`src/hdl/csmh_ram.sv`:
```
// Generic RAM: one write port, one registered read port
`timescale 1ns / 1ps
`default_nettype none
module csmh_ram #(
	parameter int WIDTH = 8,
	parameter int DEPTH = 64
) (
	input  wire logic                     clk,
	input  wire logic                     we,
	input  wire logic [$clog2(DEPTH)-1:0] waddr,
	input  wire logic [WIDTH-1:0]         wdata,
	input  wire logic [$clog2(DEPTH)-1:0] raddr,
	output logic      [WIDTH-1:0]         rdata
);
	logic [WIDTH-1:0] mem_q [DEPTH];

	always_ff @(posedge clk) begin
		if (we) begin
			mem_q[waddr] <= wdata;
		end
		rdata <= mem_q[raddr];
	end
endmodule
`default_nettype wire

```
`config.mk`:
```
export PLATFORM = sky130hd
export DESIGN_NAME = csmh_ram
export DESIGN_NICKNAME = d
export VERILOG_FILES = /design/src/hdl/csmh_ram.sv
export SDC_FILE = /design/constraint.sdc
export NUM_CORES = 1
export LEC_CHECK = 0
export BUFFER_PORTS_ARGS = -buffer_cell sky130_fd_sc_hd__buf_2
export CAP_MARGIN = 25
export CORE_UTILIZATION = 62
export DETAILED_ROUTE_END_ITERATION = 8
export GPL_TIMING_DRIVEN = 1
export HOLD_SLACK_MARGIN = 0.15
export PLACE_DENSITY = 0.79
export SLEW_MARGIN = 20
export SYNTH_ARGS = -nofsm -noshare
export SYNTH_HDL_FRONTEND = slang
export SYNTH_SLANG_ARGS = --single-unit
export TNS_END_PERCENT = 5
```
`constraint.sdc`:
```
create_clock -name clk -period 2.3 [get_ports clk]
set_input_delay 0.23 -clock clk [delete_from_list [all_inputs] [get_ports clk]]
set_output_delay 0.23 -clock clk [all_outputs]
set_load 0.02 [all_outputs]
```
==> impl_metrics.py, run 1 <==
metrics = {
    "outcome": {
        "status": "complete, no violations",
    },
    "route": {
        "vias_per_cell": 6.428,
        "drt-total-wl_mm": 44.35,
        "routed-via-count": 10110,
        "ant_nets": 0,
        "wl_per_cell_um": 28.19,
        "drc": 0,
        "drt_first_pass_iters": 5,
        "drt_iter0_markers": 1229,
    },
    "synth": {
        "syn_area_mm2": 0.02017,
        "seq_area_frac_synth_pct": 77.03,
        "synth_top_area_share_pct": 76.24,
        "yosysTopAreaCell": "edfxtp_1",
        "async_reset_ff_share_pct": 0,
        "synth_cell_type_count": 40,
        "netlist_top_cells_area": "edfxtp_1, mux4_2, nor2_1",
        "syn_avg_cell_area_um2": 21.45,
        "yosysWarnings": 0,
        "synth_ff_type": "edfxtp_1",
        "synth_edf_count": 512,
        "synthesis.nets": 962,
        "synth_seq_cells": 520,
        "syn_inst": 940,
    },
    "setup_path": {
        "slowest_delay_ns": 0.49,
        "critPathCaptureType": "flip-flop",
        "slowest_stage": "mux4_2",
        "worstPathRequired_ns": 2.72,
        "cp_cell_sequence": "mux4_2 -> mux2_2 -> o221a_2 -> nor3_1 -> o32ai_1",
        "startpoint_type": "flip-flop",
        "criticalPathCategory": "flip-flop to flip-flop",
        "cp_max_fo": 1,
        "crit_start": "mem_q[24][4]",
        "cp.arrival_ns": 2.44,
        "reg2reg_from": "mem_q[24][4]",
    },
    "worst_hold_path": {
        "hold_start": "wdata[2]",
        "hold_path_class": "primary input to flip-flop",
    },
    "sta": {
        "period_share_pct": 88.02,
        "final_max_slew_viol_count": 0,
        "rsz0062_at_grt": "false",
        "finalSetupViolCount": 0,
        "period_needed_ns": 2.025,
        "max_freq_mhz": 493.9,
        "fin_tns_setup_ns": 0,
        "skew_ns": 0.01212,
        "slew_headroom_pct": 39.53,
        "tightest_slew_ns": 0.9070,
        "hold_viol": 0,
    },
    "clock_tree": {
        "cts_tree": "yes",
        "numCtsBuffers": 50,
        "cts-root-buf": "clkbuf_16",
        "clock-sinks": 520,
        "clk_path_buf_depth": 3,
        "path_clk_slew_ns": 0.06,
        "cts_setup_buffers": 0,
        "htree_levels": 2,
        "clkLatencyLatePin_ns": 0.55,
    },
    "floorplan": {
        "floorplan.initialDensity_pct": 63.42,
        "io_pins": 30,
        "die_h_um": 182.4,
        "fp.coreArea_mm2": 0.03180,
        "die_w_um": 182.4,
        "die_area_mm2": 0.03325,
        "num_rows": 65,
    },
    "grt": {
        "grt_max_degree": 65,
        "antenna_found_initial": 1,
        "grt_usage_pct": 27.75,
        "grt_util_met2_pct": 45.10,
        "grt_most_used_layer": "met2",
        "grt_pass1_vias": 10120,
        "use_met3_pct": 5.847,
        "global_route.usage.met1_pct": 38.72,
        "grt_pass1_wl_mm": 65.10,
        "grt-ovfl-total": 0,
    },
    "layout": {
        "mostFrequentLayoutCell": "edfxtp_1",
        "regArea_mm2": 0.01553,
        "layout-area-overhead-vs-synth_pct": 15.51,
        "multiInputGateArea_mm2": 0.004315,
        "fin_nets": 1127,
        "nFillCells": 1753,
        "layout_common_cells": "edfxtp_1, mux4_2, buf_4",
        "drive_above_1_share_pct": 32.37,
    },
    "run": {
        "drv_cap": 0,
    },
    "power_and_ir_drop": {
        "powerDensity_mw_per_mm2": 838.1,
        "ir_drop_mv": 0.6300,
        "leakage_nw": 7.591,
        "total_power_mw": 19.52,
    },
    "placement": {
        "io_buffers": 29,
        "hpwlAfterDp_mm": 27.98,
        "gp_congestion": 0.8719,
    },
}
-- worst max-delay path: cells and delay by family, from the launching register on --
family,cells,cell delay [ns]
AOI/OAI and AO/OA,2,0.41
DFF,1,0.41
muxes,2,0.77
and+or+nand+nor,1,0.31
-- synthesized netlist by cell type, drive strengths merged, types with 8 or more instances --
cell type / instances
buf: 34
clkbuf: 17
dfxtp: 8
edfxtp: 512
mux2: 13
mux2i: 23
mux4: 126
nand2: 19
nand3: 13
nor2: 83
nor2b: 14
o221ai: 8
o22ai: 8
-- what timing repair did --
action,in CTS,in global routing
endpoints found under the setup margin,0,0
hold endpoints to repair,6,0
gates resized for setup,0,0
hold buffers,1,0
-- state kept, by name (all words and copies together) (netlist names) --
register and flops:
mem_q 512, rdata 8
-- layout make-up --
cell class,count,share of cell area (%)
antenna,1,0.01074
clock buffer,62,5.656
clock inverter,22,1.096
multi-input combinational,369,18.53
sequential,520,66.69
tap,435,2.336
timing repair buffer,164,5.688
-- cells by family after synthesis --
group	Yosys count	synth area share, %
flip-flops	520	77.03
multiplexers	162	15.94
AND/OR/NAND/NOR	153	3.387
AO/OA/AOI/OAI	54	2.072
buffers and inverters	51	1.570
-- metrics by stage --
stage                     hold slack [ns]  utilization, %  std cells  cell area (um2)  setup slack [ns]
final                              0.1926           73.26       1573            23290            0.2754
after global routing               0.1882           73.26       1573            23290            0.2507
after floorplan                    0.3289               -        940            20170            0.4023
after CTS                          0.1864           73.25       1572            23290            0.2634
after global placement             0.6482           68.27       1487            21710           0.01108
after detailed placement           0.6739           68.27       1487            21710          -0.04103
-- metal layers --
layer	vias to the layer above	share of wire, %
met3	81	9.7
met2	589	49
li1	4258	-
met5	-	0
met4	0	2.8
met1	5184	38
-- path summary, 6_finish.rpt --
check                           cells past startpoint  slack, ns            to
worst max-delay path                                5       0.28      rdata[4]
worst min-delay path                                2       0.19  mem_q[21][2]
worst max register to register                      5       0.28      rdata[4]
worst min register to register                      3       0.86      rdata[4]
-- where the power goes --
part           switching, mW  leakage [nW]  internal (mW)
Sequential            0.0377          4.67           10.5
Combinational          0.630          2.15          0.433
Clock                   3.24         0.765           4.70
Total                   3.91          7.59           15.6
Note: power is estimated with default switching activity, not from simulation.
==> inputs of run 2 (changes only) <==
--- a/config.mk
+++ b/config.mk
@@ -12,6 +12,7 @@
 export GPL_TIMING_DRIVEN = 1
 export HOLD_SLACK_MARGIN = 0.15
 export PLACE_DENSITY = 0.79
+export RECOVER_POWER = 25
 export SLEW_MARGIN = 20
 export SYNTH_ARGS = -nofsm -noshare
 export SYNTH_HDL_FRONTEND = slang
==> constraint.sdc (replaced) <==
create_clock -name clk -period 2.03 [get_ports clk]
set_input_delay 0.203 -clock clk [delete_from_list [all_inputs] [get_ports clk]]
set_output_delay 0.203 -clock clk [all_outputs]
set_load 0.02 [all_outputs]
==> run 2 against run 1 <==
Compared with the run above:
- the flow now finishes with violations (capacitance limit, slew limit)
- utilization is 0.59 points higher
- routed wire length is 5.1% higher
- critical path depth stayed put
- worst setup slack worse by 0.25 ns
- cell count is 1.4% higher
- non-clock buffer count is 17 higher
- flip-flop and latch count stayed put
- via count is 4.4% higher
- clock-buffer cell count is 3 lower
- design area is 0.81% higher
- clock power is 15% higher
- critical path type unchanged
- critical endpoint is now rdata[6]
- highest routed layer is now met5
==> impl_metrics.py, run 2 (synthesis results as in run 1) <==
metrics = {
    "setup_path": {
        "worst-path-buf-inv": 0,
        "crit_family": "multiplexers",
        "slowest_delay_ns": 0.49,
        "critPathCaptureType": "flip-flop",
        "slowest_stage": "mux4_2",
        "startpoint_type": "flip-flop",
        "criticalPathCategory": "flip-flop to flip-flop",
        "cp.arrival_ns": 2.44,
        "cp_max_fo": 1,
        "worstPathRequired_ns": 2.46,
        "cp_cell_sequence": "mux4_2 -> mux2_2 -> o221a_2 -> nor3_1 -> o32ai_1",
    },
    "clock_tree": {
        "htree_levels": 2,
        "cts_tree": "yes",
        "clk_path_buf_depth": 3,
        "cts_setup_buffers": 0,
        "path_clk_slew_ns": 0.06,
        "cts-root-buf": "clkbuf_16",
        "clkLatencyLatePin_ns": 0.56,
        "clock-sinks": 520,
        "numCtsBuffers": 49,
    },
    "sta": {
        "tightest_slew_ns": 1.641,
        "rsz0062_at_grt": "false",
        "skew_ns": 0.01935,
        "period_share_pct": 98.86,
        "final_max_slew_viol_count": 103,
        "fin_tns_setup_ns": 0,
        "period_needed_ns": 2.007,
        "max_freq_mhz": 498.3,
        "finalSetupViolCount": 0,
        "hold_viol": 0,
        "slew_headroom_pct": -9.386,
    },
    "power_and_ir_drop": {
        "leakage_nw": 7.687,
        "powerDensity_mw_per_mm2": 950.8,
        "total_power_mw": 22.33,
        "ir_drop_mv": 0.7827,
    },
    "layout": {
        "mostFrequentLayoutCell": "edfxtp_1",
        "drive_above_1_share_pct": 33.25,
        "layout-area-overhead-vs-synth_pct": 16.45,
        "reg_top3": "mem_q (512), rdata (8)",
        "largest_reg_flops": 512,
        "max_flop_register": "mem_q",
        "nFillCells": 1694,
        "layout_common_cells": "edfxtp_1, buf_4, mux4_2",
        "fin_nets": 1143,
    },
    "floorplan": {
        "num_rows": 65,
        "fp.coreArea_mm2": 0.03180,
        "floorplan.initialDensity_pct": 63.42,
        "die_w_um": 182.4,
        "die_area_mm2": 0.03325,
        "io_pins": 30,
        "die_h_um": 182.4,
    },
    "route": {
        "drt-total-wl_mm": 46.61,
        "ant_nets": 0,
        "drc": 0,
        "drt_iter0_markers": 1420,
        "wl_per_cell_um": 29.22,
        "routed-via-count": 10560,
        "drt_first_pass_iters": 7,
        "vias_per_cell": 6.618,
    },
    "grt": {
        "grt_usage_pct": 29.30,
        "grt-ovfl-total": 0,
        "grt_util_met2_pct": 47.43,
        "grt_most_used_layer": "met2",
        "use_met3_pct": 4.390,
        "global_route.usage.met1_pct": 41.18,
        "grt_max_degree": 44,
        "grt_pass1_wl_mm": 68.88,
        "grt_pass1_vias": 10640,
        "antenna_found_initial": 3,
    },
    "outcome": {
        "violations": "capacitance limit, slew limit",
        "status": "complete, but fails checks",
    },
    "placement": {
        "hpwlAfterDp_mm": 29.55,
        "io_buffers": 29,
        "gp_congestion": 0.8857,
    },
    "worst_hold_path": {
        "hold_path_class": "primary input to flip-flop",
    },
    "run": {
        "drv_cap": 3,
    },
}
run 2: cell types whose count changed in the layout (fill, tap and decap cells not counted), moves of 3 or more:
cell	previous run	this run
clkbuf_2	0	3
clkbuf_1	11	16
buf_12	12	15
buf_2	26	18
buf_4	124	135
clkinv_2	5	10
run 2: metrics by stage:
step | area, um2 | worst slack (ns) | cells | utilization, % | hold WS (ns)
after global routing | 23480 | 0.0003451 | 1594 | 73.84 | 0.2852
after CTS | 23530 | 0.05891 | 1593 | 74.01 | 0.1542
after floorplan | 20170 | 0.1593 | 940 | - | 0.3019
after global placement | 21910 | -0.2540 | 1504 | 68.91 | 0.6477
after detailed placement | 21910 | -0.3124 | 1504 | 68.91 | 0.6724
final | 23480 | 0.02306 | 1595 | 73.85 | 0.2859
run 2: report_power, final:
| group | internal [mW] | switching [mW] |
|---|---|---|
| Sequential | 11.9 | 0.0452 |
| Clock | 5.35 | 3.80 |
| Combinational | 0.517 | 0.729 |
| Total | 17.8 | 4.57 |
run 2: repair_timing:
item / in CTS / in global routing
gates resized for setup: 0 / 1
setup endpoints to repair: 0 / 1
hold buffers: 1 / 0
hold endpoints to repair: 5 / 0
run 2: area by class of cell:
class / count / area, um2 / share of cell area, %
diodes: 2 / 5.005 / 0.02131
clock inverters: 29 / 305.3 / 1.300
repair buffers: 181 / 1473 / 6.271
flip-flops and latches: 520 / 15530 / 66.15
clock buffers: 59 / 1306 / 5.562
multi-input cells: 369 / 4315 / 18.38
well taps: 435 / 544.3 / 2.318
run 2: path summary, 6_finish.rpt:
kind	startpoint	endpoint	slack, ns	cells past startpoint
worst max-delay path	mem_q[28][6]	rdata[6]	0.02	5
worst min-delay path	waddr[1]	mem_q[49][2]	0.29	3
worst max register to register	mem_q[28][6]	rdata[6]	0.02	5
worst min register to register	mem_q[26][4]	rdata[4]	0.83	3
run 2: worst reg2reg max path: cells and delay by family (launching register included):
family          cells  cell delay [ns]
flops               1             0.37
simple gates        1             0.32
compound gates      2             0.43
mux                 2             0.77
run 2: routing by layer:
layer / part of all wire, % / vias up
met5: 0.058 / -
met4: 4.1 / 4
met3: 9.2 / 114
met2: 49 / 683
met1: 37 / 5471
li1: - / 4283
